[config.mk]
export PLATFORM = sky130hd
export DESIGN_NAME = terrain_map_stream_parser
export DESIGN_NICKNAME = d
export VERILOG_FILES = /design/src/sv/tmsp_pkg.sv /design/src/sv/tmsp_front.sv /design/src/sv/tmsp_queue.sv /design/src/sv/tmsp_back.sv /design/src/sv/terrain_map_stream_parser.sv
export SDC_FILE = /design/constraint.sdc
export NUM_CORES = 2
export LEC_CHECK = 0
export BUFFER_PORTS_ARGS = -buffer_cell sky130_fd_sc_hd__buf_2
export CAP_MARGIN = 10
export CORE_MARGIN = 2
export CORE_UTILIZATION = 50
export CTS_CLUSTER_SIZE = 14
export DETAILED_ROUTE_END_ITERATION = 16
export GPL_TIMING_DRIVEN = 1
export PLACE_DENSITY = 0.66
export SLEW_MARGIN = 10
export SYNTH_ARGS = -nofsm -noshare
export SYNTH_HDL_FRONTEND = slang
export SYNTH_SLANG_ARGS = --single-unit
export TNS_END_PERCENT = 20
[constraint.sdc]
create_clock -name clk -period 7.3 [get_ports clk]
set_clock_uncertainty 0.15 [all_clocks]
set_input_delay 0.73 -clock clk [delete_from_list [all_inputs] [get_ports clk]]
set_output_delay 0.73 -clock clk [all_outputs]
set_load 0.005 [all_outputs]
[src/sv/tmsp_pkg.sv]
`timescale 1ns / 1ps
// ----------------------------------------------------------------------------
// tmsp_pkg
// shared types, codes and constants of the terrain map stream parser
// ----------------------------------------------------------------------------
package tmsp_pkg;

  localparam int MAX_TILE_COUNT_DEF = 1024;
  localparam int MAX_MAP_SIDE_DEF   = 16384;

  localparam int QDEPTH = 4;
  localparam int QPW    = $clog2(QDEPTH);
  localparam int QCW    = $clog2(QDEPTH + 1);

  localparam logic [2:0] KIND_HEADER = 3'd0;
  localparam logic [2:0] KIND_GTILE  = 3'd1;
  localparam logic [2:0] KIND_CTILE  = 3'd2;
  localparam logic [2:0] KIND_CORNER = 3'd3;
  localparam logic [2:0] KIND_STAT   = 3'd4;
  localparam logic [2:0] KIND_STATUS = 3'd5;

  localparam logic [3:0] ST_OK       = 4'd0;
  localparam logic [3:0] ST_SHORT    = 4'd1;
  localparam logic [3:0] ST_BADSIG   = 4'd2;
  localparam logic [3:0] ST_BADGCNT  = 4'd3;
  localparam logic [3:0] ST_BADCCNT  = 4'd4;
  localparam logic [3:0] ST_BADSIZE  = 4'd5;
  localparam logic [3:0] ST_TRHDR    = 4'd6;
  localparam logic [3:0] ST_TRTILE   = 4'd7;
  localparam logic [3:0] ST_TRCORNER = 4'd8;

  localparam logic [3:0] LAST_STAT = 4'd8;

  typedef struct packed {
    logic        has_word;
    logic [2:0]  word_kind;
    logic [3:0]  word_index;
    logic [31:0] word_value;
    logic        has_corner;
    logic        corner_final;
    logic [15:0] raw_height;
    logic [13:0] water_raw;
    logic [5:0]  ground_texture;
    logic [4:0]  corner_flags;
    logic [4:0]  ground_variation;
    logic [2:0]  cliff_variation;
    logic [3:0]  cliff_texture;
    logic [3:0]  layer_height;
    logic        has_status;
    logic [3:0]  status_code;
  } cmd_t;

  function automatic logic [7:0] sig_byte(input logic [1:0] idx);
    logic [7:0] r;
    case (idx)
      2'd0:    r = 8'h57;
      2'd1:    r = 8'h33;
      2'd2:    r = 8'h45;
      default: r = 8'h21;
    endcase
    return r;
  endfunction

endpackage

[src/sv/tmsp_front.sv]
`timescale 1ns / 1ps
// ----------------------------------------------------------------------------
// tmsp_front
// byte parser: signature, header, tile lists and corner record unpacking
// ----------------------------------------------------------------------------
module tmsp_front #(
  parameter int MAX_TILE_COUNT = tmsp_pkg::MAX_TILE_COUNT_DEF,
  parameter int MAX_MAP_SIDE   = tmsp_pkg::MAX_MAP_SIDE_DEF
) (
  input  logic           clk,
  input  logic           rst,
  input  logic           accept,
  input  logic [7:0]     data_byte,
  input  logic           end_of_file,
  output logic           push,
  output tmsp_pkg::cmd_t cmd
);

  localparam int TW = $clog2(MAX_TILE_COUNT + 1);
  localparam int SW = $clog2(MAX_MAP_SIDE + 1);
  localparam int CW = 2 * SW;

  localparam logic [3:0] PH_SIG     = 4'd0;
  localparam logic [3:0] PH_VERSION = 4'd1;
  localparam logic [3:0] PH_TILESET = 4'd2;
  localparam logic [3:0] PH_CUSTOM  = 4'd3;
  localparam logic [3:0] PH_GCOUNT  = 4'd4;
  localparam logic [3:0] PH_GTILES  = 4'd5;
  localparam logic [3:0] PH_CCOUNT  = 4'd6;
  localparam logic [3:0] PH_CTILES  = 4'd7;
  localparam logic [3:0] PH_WIDTH   = 4'd8;
  localparam logic [3:0] PH_HEIGHT  = 4'd9;
  localparam logic [3:0] PH_OFFX    = 4'd10;
  localparam logic [3:0] PH_OFFY    = 4'd11;
  localparam logic [3:0] PH_CORNERS = 4'd12;
  localparam logic [3:0] PH_DONE    = 4'd13;

  logic [3:0]    phase, phase_next;
  logic [2:0]    bif, bif_next;
  logic [63:0]   field_shift, field_shift_next;
  logic [31:0]   version, version_next;
  logic [TW-1:0] tiles_left, tiles_left_next;
  logic [SW-1:0] map_width, map_width_next;
  logic [SW-1:0] map_height, map_height_next;
  logic          width_bad, width_bad_next;
  logic          height_bad, height_bad_next;
  logic [CW-1:0] corners_left, corners_left_next;
  logic [5:0]    bytes_seen, bytes_seen_next;
  logic [3:0]    pending, pending_next;
  logic          status_given, status_given_next;

  always_comb begin
    logic [63:0] a;
    logic [31:0] v;
    logic        nf;
    logic [2:0]  last_idx;
    logic [7:0]  var_b;
    logic [7:0]  misc_b;
    logic        ramp, blight, water, bound;
    phase_next        = phase;
    bif_next          = bif;
    field_shift_next  = field_shift;
    version_next      = version;
    tiles_left_next   = tiles_left;
    map_width_next    = map_width;
    map_height_next   = map_height;
    width_bad_next    = width_bad;
    height_bad_next   = height_bad;
    corners_left_next = corners_left;
    bytes_seen_next   = bytes_seen;
    pending_next      = pending;
    status_given_next = status_given;
    cmd  = '0;
    push = 1'b0;
    a = field_shift;
    a[{bif, 3'b000} +: 8] = data_byte;
    v = a[31:0];
    nf = !version[31] && (version >= 32'd12);
    last_idx = (phase == PH_CORNERS) ? (nf ? 3'd7 : 3'd6) : 3'd3;
    if (nf) begin
      ramp = a[38]; blight = a[39]; water = a[40]; bound = a[41];
      var_b = a[55:48]; misc_b = a[63:56];
    end else begin
      ramp = a[36]; blight = a[37]; water = a[38]; bound = a[39];
      var_b = a[47:40]; misc_b = a[55:48];
    end
    if (accept) begin
      if (bytes_seen < 6'd32) bytes_seen_next = bytes_seen + 6'd1;
      unique case (phase)
        PH_SIG: begin
          if (data_byte != tmsp_pkg::sig_byte(bif[1:0])) begin
            bif_next     = 3'd0;
            pending_next = tmsp_pkg::ST_BADSIG;
            phase_next   = PH_DONE;
          end else if (bif >= 3'd3) begin
            bif_next   = 3'd0;
            phase_next = PH_VERSION;
          end else begin
            bif_next = bif + 3'd1;
          end
        end
        PH_TILESET: begin
          cmd.has_word   = 1'b1;
          cmd.word_kind  = tmsp_pkg::KIND_HEADER;
          cmd.word_index = 4'd1;
          cmd.word_value = {24'd0, data_byte};
          phase_next     = PH_CUSTOM;
        end
        PH_DONE: begin
        end
        default: begin
          if (bif == last_idx) begin
            field_shift_next = '0;
            bif_next         = 3'd0;
            if (phase == PH_CORNERS) begin
              cmd.has_corner       = 1'b1;
              cmd.raw_height       = a[15:0];
              cmd.water_raw        = a[29:16];
              cmd.ground_texture   = nf ? a[37:32] : {2'b00, a[35:32]};
              cmd.corner_flags     = {a[30], bound, water, blight, ramp};
              cmd.ground_variation = var_b[4:0];
              cmd.cliff_variation  = var_b[7:5];
              cmd.cliff_texture    = misc_b[7:4];
              cmd.layer_height     = misc_b[3:0];
              corners_left_next    = corners_left - CW'(1);
              if (corners_left == CW'(1)) begin
                cmd.corner_final  = 1'b1;
                status_given_next = 1'b1;
                phase_next        = PH_DONE;
              end
            end else begin
              cmd.has_word   = 1'b1;
              cmd.word_kind  = tmsp_pkg::KIND_HEADER;
              cmd.word_value = v;
              unique case (phase)
                PH_VERSION: begin
                  version_next   = v;
                  cmd.word_index = 4'd0;
                  phase_next     = PH_TILESET;
                end
                PH_CUSTOM: begin
                  cmd.word_index = 4'd2;
                  phase_next     = PH_GCOUNT;
                end
                PH_GCOUNT, PH_CCOUNT: begin
                  cmd.word_index = (phase == PH_GCOUNT) ? 4'd3 : 4'd4;
                  if (v[31] || v > 32'(MAX_TILE_COUNT)) begin
                    pending_next = (phase == PH_GCOUNT) ? tmsp_pkg::ST_BADGCNT
                                                        : tmsp_pkg::ST_BADCCNT;
                    phase_next   = PH_DONE;
                  end else begin
                    tiles_left_next = v[TW-1:0];
                    if (phase == PH_GCOUNT) phase_next = (v != 32'd0) ? PH_GTILES : PH_CCOUNT;
                    else phase_next = (v != 32'd0) ? PH_CTILES : PH_WIDTH;
                  end
                end
                PH_GTILES, PH_CTILES: begin
                  cmd.word_kind   = (phase == PH_GTILES) ? tmsp_pkg::KIND_GTILE
                                                         : tmsp_pkg::KIND_CTILE;
                  tiles_left_next = tiles_left - TW'(1);
                  if (tiles_left == TW'(1))
                    phase_next = (phase == PH_GTILES) ? PH_CCOUNT : PH_WIDTH;
                end
                PH_WIDTH: begin
                  cmd.word_index = 4'd5;
                  map_width_next = v[SW-1:0];
                  width_bad_next = (v == 32'd0) || v[31] || (v > 32'(MAX_MAP_SIDE));
                  phase_next     = PH_HEIGHT;
                end
                PH_HEIGHT: begin
                  cmd.word_index  = 4'd6;
                  map_height_next = v[SW-1:0];
                  height_bad_next = (v == 32'd0) || v[31] || (v > 32'(MAX_MAP_SIDE));
                  phase_next      = PH_OFFX;
                end
                PH_OFFX: begin
                  cmd.word_index = 4'd7;
                  phase_next     = PH_OFFY;
                end
                default: begin
                  cmd.word_index = 4'd8;
                  if (width_bad || height_bad) begin
                    pending_next = tmsp_pkg::ST_BADSIZE;
                    phase_next   = PH_DONE;
                  end else begin
                    corners_left_next = CW'(map_width) * CW'(map_height);
                    phase_next        = PH_CORNERS;
                  end
                end
              endcase
            end
          end else begin
            field_shift_next = a;
            bif_next         = bif + 3'd1;
          end
        end
      endcase
      if (end_of_file) begin
        if (!status_given_next) begin
          cmd.has_status = 1'b1;
          if (bytes_seen_next < 6'd32) cmd.status_code = tmsp_pkg::ST_SHORT;
          else if (pending_next != tmsp_pkg::ST_OK) cmd.status_code = pending_next;
          else if (phase_next == PH_GTILES || phase_next == PH_CTILES)
            cmd.status_code = tmsp_pkg::ST_TRTILE;
          else if (phase_next == PH_CORNERS) cmd.status_code = tmsp_pkg::ST_TRCORNER;
          else cmd.status_code = tmsp_pkg::ST_TRHDR;
        end
        phase_next        = PH_SIG;
        bif_next          = 3'd0;
        field_shift_next  = '0;
        version_next      = '0;
        tiles_left_next   = '0;
        map_width_next    = '0;
        map_height_next   = '0;
        width_bad_next    = 1'b0;
        height_bad_next   = 1'b0;
        corners_left_next = '0;
        bytes_seen_next   = '0;
        pending_next      = tmsp_pkg::ST_OK;
        status_given_next = 1'b0;
      end
      push = cmd.has_word || cmd.has_corner || cmd.has_status;
    end
  end

  always_ff @(posedge clk) begin
    if (rst) begin
      phase        <= PH_SIG;
      bif          <= 3'd0;
      field_shift  <= '0;
      version      <= '0;
      tiles_left   <= '0;
      map_width    <= '0;
      map_height   <= '0;
      width_bad    <= 1'b0;
      height_bad   <= 1'b0;
      corners_left <= '0;
      bytes_seen   <= '0;
      pending      <= tmsp_pkg::ST_OK;
      status_given <= 1'b0;
    end else begin
      phase        <= phase_next;
      bif          <= bif_next;
      field_shift  <= field_shift_next;
      version      <= version_next;
      tiles_left   <= tiles_left_next;
      map_width    <= map_width_next;
      map_height   <= map_height_next;
      width_bad    <= width_bad_next;
      height_bad   <= height_bad_next;
      corners_left <= corners_left_next;
      bytes_seen   <= bytes_seen_next;
      pending      <= pending_next;
      status_given <= status_given_next;
    end
  end

endmodule

[src/sv/tmsp_queue.sv]
`timescale 1ns / 1ps
// ----------------------------------------------------------------------------
// tmsp_queue
// short command queue between the parser front and the result back end
// ----------------------------------------------------------------------------
module tmsp_queue (
  input  logic           clk,
  input  logic           rst,
  input  logic           push,
  input  tmsp_pkg::cmd_t push_cmd,
  output logic           not_full,
  input  logic           pop,
  output logic           head_valid,
  output tmsp_pkg::cmd_t head_cmd
);

  tmsp_pkg::cmd_t               mem [tmsp_pkg::QDEPTH];
  logic [tmsp_pkg::QPW-1:0]     wr_ptr, rd_ptr;
  logic [tmsp_pkg::QCW-1:0]     count;

  assign not_full   = count != tmsp_pkg::QCW'(tmsp_pkg::QDEPTH);
  assign head_valid = count != '0;
  assign head_cmd   = mem[rd_ptr];

  always_ff @(posedge clk) begin
    if (push) mem[wr_ptr] <= push_cmd;
  end

  always_ff @(posedge clk) begin
    if (rst) begin
      wr_ptr <= '0;
      rd_ptr <= '0;
      count  <= '0;
    end else begin
      if (push) wr_ptr <= wr_ptr + tmsp_pkg::QPW'(1);
      if (pop) rd_ptr <= rd_ptr + tmsp_pkg::QPW'(1);
      if (push && !pop) count <= count + tmsp_pkg::QCW'(1);
      else if (pop && !push) count <= count - tmsp_pkg::QCW'(1);
    end
  end

endmodule

[src/sv/tmsp_back.sv]
`timescale 1ns / 1ps
// ----------------------------------------------------------------------------
// tmsp_back
// expands commands into result transactions and keeps the corner statistics
// ----------------------------------------------------------------------------
module tmsp_back #(
  parameter int MAX_MAP_SIDE = tmsp_pkg::MAX_MAP_SIDE_DEF
) (
  input  logic           clk,
  input  logic           rst,
  input  logic           head_valid,
  input  tmsp_pkg::cmd_t head_cmd,
  output logic           pop,
  output logic           m_tvalid,
  input  logic           m_tready,
  output logic [95:0]    m_tdata,
  output logic [2:0]     m_tuser,
  output logic           m_tlast
);

  localparam int CW = 2 * $clog2(MAX_MAP_SIDE + 1);

  localparam logic [1:0] SQ_MAIN   = 2'd0;
  localparam logic [1:0] SQ_STATS  = 2'd1;
  localparam logic [1:0] SQ_OK     = 2'd2;
  localparam logic [1:0] SQ_STATUS = 2'd3;

  logic          started;
  logic [1:0]    sq;
  logic [3:0]    idx;
  logic [1:0]    cur_sq, nxt_sq;
  logic          done;
  logic          fire;

  logic [15:0]   min_h, max_h;
  logic [13:0]   min_w, max_w;
  logic [CW-1:0] cnt [5];

  logic [2:0]  kind;
  logic [15:0] o_rh;
  logic [13:0] o_wr;
  logic [5:0]  o_gt;
  logic [4:0]  o_cf, o_gv;
  logic [2:0]  o_cv;
  logic [3:0]  o_ct, o_lh, o_ii;
  logic [31:0] o_iv;

  assign cur_sq = started ? sq
                : ((head_cmd.has_word || head_cmd.has_corner) ? SQ_MAIN : SQ_STATUS);
  assign fire   = head_valid && m_tready;

  always_comb begin
    nxt_sq = SQ_STATUS;
    done   = 1'b1;
    unique case (cur_sq)
      SQ_MAIN: begin
        if (head_cmd.has_corner && head_cmd.corner_final) begin
          nxt_sq = SQ_STATS; done = 1'b0;
        end else if (head_cmd.has_status) begin
          nxt_sq = SQ_STATUS; done = 1'b0;
        end
      end
      SQ_STATS: begin
        if (idx == tmsp_pkg::LAST_STAT) nxt_sq = SQ_OK;
        else nxt_sq = SQ_STATS;
        done = 1'b0;
      end
      SQ_OK:     done = 1'b1;
      default:   done = 1'b1;
    endcase
  end

  always_comb begin
    kind = tmsp_pkg::KIND_STATUS;
    o_rh = '0; o_wr = '0; o_gt = '0; o_cf = '0; o_gv = '0;
    o_cv = '0; o_ct = '0; o_lh = '0; o_ii = '0; o_iv = '0;
    unique case (cur_sq)
      SQ_MAIN: begin
        if (head_cmd.has_corner) begin
          kind = tmsp_pkg::KIND_CORNER;
          o_rh = head_cmd.raw_height;
          o_wr = head_cmd.water_raw;
          o_gt = head_cmd.ground_texture;
          o_cf = head_cmd.corner_flags;
          o_gv = head_cmd.ground_variation;
          o_cv = head_cmd.cliff_variation;
          o_ct = head_cmd.cliff_texture;
          o_lh = head_cmd.layer_height;
        end else begin
          kind = head_cmd.word_kind;
          o_ii = head_cmd.word_index;
          o_iv = head_cmd.word_value;
        end
      end
      SQ_STATS: begin
        kind = tmsp_pkg::KIND_STAT;
        o_ii = idx;
        case (idx)
          4'd0:    o_iv = {16'd0, min_h};
          4'd1:    o_iv = {16'd0, max_h};
          4'd2:    o_iv = {18'd0, min_w};
          4'd3:    o_iv = {18'd0, max_w};
          4'd4:    o_iv = 32'(cnt[0]);
          4'd5:    o_iv = 32'(cnt[1]);
          4'd6:    o_iv = 32'(cnt[2]);
          4'd7:    o_iv = 32'(cnt[3]);
          default: o_iv = 32'(cnt[4]);
        endcase
      end
      SQ_OK:   o_iv = {28'd0, tmsp_pkg::ST_OK};
      default: o_iv = {28'd0, head_cmd.status_code};
    endcase
  end

  assign pop      = fire && done;
  assign m_tvalid = head_valid;
  assign m_tuser  = kind;
  assign m_tlast  = done;
  assign m_tdata  = {3'd0, o_iv, o_ii, o_lh, o_ct, o_cv, o_gv, o_cf, o_gt, o_wr, o_rh};

  always_ff @(posedge clk) begin
    if (rst) begin
      started <= 1'b0;
      sq      <= SQ_MAIN;
      idx     <= '0;
    end else if (fire) begin
      if (done) begin
        started <= 1'b0;
        idx     <= '0;
      end else begin
        started <= 1'b1;
        sq      <= nxt_sq;
        if (cur_sq == SQ_STATS) idx <= idx + 4'd1;
        else idx <= '0;
      end
    end
  end

  always_ff @(posedge clk) begin
    if (rst || (fire && (cur_sq == SQ_OK || cur_sq == SQ_STATUS))) begin
      min_h <= 16'hFFFF;
      max_h <= '0;
      min_w <= 14'h3FFF;
      max_w <= '0;
      for (int k = 0; k < 5; k++) cnt[k] <= '0;
    end else if (fire && cur_sq == SQ_MAIN && head_cmd.has_corner) begin
      if (head_cmd.raw_height < min_h) min_h <= head_cmd.raw_height;
      if (head_cmd.raw_height > max_h) max_h <= head_cmd.raw_height;
      if (head_cmd.water_raw < min_w) min_w <= head_cmd.water_raw;
      if (head_cmd.water_raw > max_w) max_w <= head_cmd.water_raw;
      cnt[0] <= cnt[0] + CW'(head_cmd.corner_flags[2]);
      cnt[1] <= cnt[1] + CW'(head_cmd.corner_flags[3]);
      cnt[2] <= cnt[2] + CW'(head_cmd.corner_flags[0]);
      cnt[3] <= cnt[3] + CW'(head_cmd.corner_flags[1]);
      cnt[4] <= cnt[4] + CW'(head_cmd.corner_flags[4]);
    end
  end

endmodule

[src/sv/terrain_map_stream_parser.sv]
`timescale 1ns / 1ps
// ----------------------------------------------------------------------------
// terrain_map_stream_parser
// parses a terrain file byte stream into header, tile, corner and statistic
// results, closing each file with a status transaction
// ----------------------------------------------------------------------------
// input: one file byte per transaction on s_tdata, s_tlast on the final byte
// output: one result per transaction, m_tuser the kind, m_tlast on the final
//   result caused by one input byte
// one input byte is taken per cycle while the four-entry command queue has
// room; the front parses in the cycle of acceptance, the back end sends one
// result per cycle while m_tready is high, so a result leaves at the earliest
// in the cycle after its byte; a byte ending the last corner record causes
// eleven results; the queue absorbs short bursts of such bytes
// a stalled receiver fills the queue, after which s_tready drops
// reset empties the queue and returns the parser to the signature phase;
// the parser also returns there after every byte marked with s_tlast
// ----------------------------------------------------------------------------
module terrain_map_stream_parser #(
  parameter int MAX_TILE_COUNT = tmsp_pkg::MAX_TILE_COUNT_DEF,
  parameter int MAX_MAP_SIDE   = tmsp_pkg::MAX_MAP_SIDE_DEF
) (
  input  logic        clk,
  input  logic        rst,
  input  logic        s_tvalid,
  output logic        s_tready,
  input  logic [7:0]  s_tdata,   // data_byte
  input  logic        s_tlast,   // end_of_file
  output logic        m_tvalid,
  input  logic        m_tready,
  // raw_height, water_raw, ground_texture, corner_flags, ground_variation,
  // cliff_variation, cliff_texture, layer_height, info_index, info_value
  output logic [95:0] m_tdata,
  output logic [2:0]  m_tuser,   // kind
  output logic        m_tlast    // last
);

  logic           push, pop, not_full, head_valid;
  tmsp_pkg::cmd_t push_cmd, head_cmd;

  assign s_tready = not_full;

  tmsp_front #(
    .MAX_TILE_COUNT(MAX_TILE_COUNT),
    .MAX_MAP_SIDE  (MAX_MAP_SIDE)
  ) u_front (
    .clk        (clk),
    .rst        (rst),
    .accept     (s_tvalid && not_full),
    .data_byte  (s_tdata),
    .end_of_file(s_tlast),
    .push       (push),
    .cmd        (push_cmd)
  );

  tmsp_queue u_queue (
    .clk       (clk),
    .rst       (rst),
    .push      (push),
    .push_cmd  (push_cmd),
    .not_full  (not_full),
    .pop       (pop),
    .head_valid(head_valid),
    .head_cmd  (head_cmd)
  );

  tmsp_back #(
    .MAX_MAP_SIDE(MAX_MAP_SIDE)
  ) u_back (
    .clk       (clk),
    .rst       (rst),
    .head_valid(head_valid),
    .head_cmd  (head_cmd),
    .pop       (pop),
    .m_tvalid  (m_tvalid),
    .m_tready  (m_tready),
    .m_tdata   (m_tdata),
    .m_tuser   (m_tuser),
    .m_tlast   (m_tlast)
  );

endmodule
==> run_results.csv <==
group,metric,value,unit
routing,ant_nets,0,
logic_synthesis,synth_cells,4388,
timing,finalHoldViolCount,0,
final_layout,fin_nets,4776,
floorplanning,io_pins,115,
final_layout,antennaDiodeCount,0,
run_status,status,"finished clean",
logic_synthesis,synth.most_common_cell,"edfxtp_1",
final_layout,layout-area-overhead-vs-synth,10.3,%
setup_path,critPathLaunchType,"flop",
floorplanning,die_x,310,µm
pwr,power_per_cell_area,265,nW/µm²
clock_network,postCtsResizedCells,0,
global_route,use_met2,43.2,%
global_route,top_usage_layer,"met2",
global_route,grt_pass1_wl,199000,µm
setup_path,crit_family,"adder cells",
global_route,grt_start_max_net_pins,115,
timing,maxClockFrequency,0.148,GHz
setup_path,cp.arrival,7.11,ns
setup_path,worst-path-max-fanout,16,
placement,gp_congestion,0.906,
logic_synthesis,synth_flop_cell,"edfxtp_1",
setup_path,required,7.68,ns
logic_synthesis,yosysSeqAreaShare,47.4,%
setup_path,slowest_stage,"dfxtp_1",
clock_network,clk_latency,0.65,ns
clock_network,postCtsSetupBuffers,0,
final_layout,fin_area,51500,µm²
pwr,ir_drop,0.219,mV
placement,dpl_cell_area,48600,µm²
routing,wl_per_cell,22.4,µm
hold_path,hold_class,"reg2reg",
logic_synthesis,yosysTopAreaCellShare,36.2,%
clock_network,clk_pin_slew,0.06,ns
setup_path,slowest_delay,0.61,ns
floorplanning,core_area,92900,µm²
global_route,grt_overflow_total,0,
logic_synthesis,synth_area_per_cell,10.6,µm²
logic_synthesis,synth-edff-count,562,
logic_synthesis,synth_warnings,0,
clock_network,cts_max_level,3,
routing,drtIter0Drc,3527,
clock_network,cts_max_path_buffers,3,
logic_synthesis,synthTopCellsByArea,"edfxtp_1, dfxtp_1, fa_1, ha_1, mux4_2",
global_route,grt_use_total,27.1,%
floorplanning,die_area,95800,µm²
timing,setup_viol,0,
clock_network,cts-buffers-inserted,88,
floorplanning,initial_core_util,50.2,%
routing,drc,0,
timing,timing.hold.ws,0.303,ns
logic_synthesis,netlist_top_cells_count,"edfxtp_1, nor2_1, nand2_1",
setup_path,critical_path_class,"reg2reg",
timing,fin_crit_sh,92.2,%
placement,io_buffers,111,
timing,fin_crit,6.73,ns
logic_synthesis,ys_ff_latch,823,
global_route,grt_use_met3,3.92,%
global_route,grt_antenna_before_repair,4,
logic_synthesis,synthArstFlopShare,0,%
timing,tns,0,ns
logic_synthesis,synth_area_leader_cell,"edfxtp_1",
clock_network,cts_tree,"yes",
logic_synthesis,synth_area,46700,µm²
floorplanning,rows,112,
routing,drt_wl_total,129000,µm
routing,dr_total_vias,34100,
timing,slew_violations,0,
routing,viasPerCell,5.95,
global_route,grtUsageMet1,37.7,%
setup_path,end_kind,"flop",
setup_path,path_buf_inv,3,
routing,firstDrtPassIters,6,
logic_synthesis,synthDistinctLibCells,87,
timing,tightestPinTransition,1.20,ns
clock_network,cts.sink_count,823,
placement,dp_hpwl,89500,µm
global_route,first_global_vias,33100,
clock_network,postCtsHoldBufs,0,
setup_path,crit_chain,"nand2_1, fa_1, fa_1, inv_1, fa_1, inv_1, fa_1, inv_1, fa_1, fa_1, ha_1, a21oi_1, a211oi_1, a211o_1, a31o_2, a31oi_1, o311ai_0, xnor2_1, nand2_1, a32o_1",
timing,rsz0062_at_grt,"no",
job,cap_violations,0,
floorplanning,fp.dieH,310,µm
pwr,power_leakage,19.9,nW
timing,max_slew_margin,20.2,%
setup_path,path_common_cell,"fa_1",
final_layout,drive_gt1_share,10.8,%
clock_network,clock-root-buffer,"clkbuf_16",
==> layout make-up <==
cell class | instances | area (µm²)
repair buffers | 196 | 1260
clock buffers | 123 | 2520
flip-flops and latches | 823 | 22100
fillers | 7948 | 41400
clock inverters | 39 | 353
well taps | 1254 | 1570
inverters | 263 | 987
multi-input cells | 3037 | 22700
==> cell usage in the layout, fill, tap and decap left out, drive strengths merged, types with 22 or more instances in the layout <==
cell type,instances
clkinv,31
buf,196
a31oi,36
nand3,148
ha,186
nand2,413
nor2,513
edfxtp,562
and3,98
clkbuf,123
a211oi,27
nand4,32
dfxtp,261
a22o,24
nor2b,22
xnor2,74
nor4,33
fa,168
a21oi,225
mux2i,96
mux4,102
a21o,24
o21ai,156
xor2,94
a22oi,74
or3,37
nor3,118
inv,263
and2,111
==> logic make-up after synthesis <==
logic type                 count (synthesis)  share of synthesized area, %
and+or+nand+nor                         1596                          16.0
DFF                                      823                          47.4
AOI/OAI and AO/OA                        707                          9.67
buffers and inverters                    530                          4.36
adders and majority gates                354                          12.2
muxes                                    209                          7.25
xor gates and xnor gates                 168                          3.15
other                                      1                       0.00804
==> where the power goes <==
part / switching [mW] / total [mW] / internal [mW]
combinational: 1.99 / 3.20 / 1.21
sequential: 0.422 / 5.96 / 5.54
clock: 1.86 / 4.48 / 2.61
total: 4.28 / 13.6 / 9.36
==> registers in the layout (all words and copies together) (netlist names), 2 cells and up, named ones only <==
name and count:
u_queue.mem 412, u_back.cnt 150, u_front.field_shift 64, u_front.corners_left 30, u_front.version 30, u_back.max_h 16
u_back.min_h 16, u_front.map_height 15, u_front.map_width 15, u_back.max_w 14, u_back.min_w 14, u_front.tiles_left 11
u_front.bytes_seen 6, u_back.idx 4, u_front.pending 4, u_front.phase 4, u_front.bif 3, u_queue.count 3
u_back.sq 2, u_queue.rd_ptr 2, u_queue.wr_ptr 2
==> tightest hold or removal path, cell delays in order, from the launching register on <==
cell,delay (ns)
dfxtp_1,0.31
nand2_1,0.05
a21oi_1,0.05
==> stage by stage <==
step           setup WS, ns  cells  util [%]  power, mW
2_1_floorplan          1.01   4390         -       7.98
3_3_place_gp          0.649   5573      52.3       9.18
3_5_place_dp          0.642   5573      52.3       9.23
4_1_cts               0.580   5735      55.4       13.7
5_1_grt               0.162   5735      55.4       14.2
6_report              0.566   5735      55.4       13.6
==> final timing paths <==
check | startpoint | to | slack, ns | cells after the start
setup / recovery | u_front.map_height[10]$_SDFFE_PP0P_ | u_front.corners_left[26]$_SDFFE_PP0P_ | 0.57 | 20
hold / removal | u_front.field_shift[14]$_SDFFE_PP0P_ | u_front.field_shift[14]$_SDFFE_PP0P_ | 0.30 | 2
setup reg to reg | u_front.map_height[10]$_SDFFE_PP0P_ | u_front.corners_left[26]$_SDFFE_PP0P_ | 0.57 | 20
hold reg to reg | u_front.field_shift[14]$_SDFFE_PP0P_ | u_front.field_shift[14]$_SDFFE_PP0P_ | 0.30 | 2
==> routing by layer <==
| layer | routed length (µm) | part of all wire, % |
|---|---|---|
| met5 | 33 | 0.026 |
| met3 | 8900 | 6.9 |
| met4 | 4970 | 3.9 |
| met2 | 60200 | 47 |
| met1 | 54500 | 42 |
Note: power is estimated with default switching activity, not from simulation.
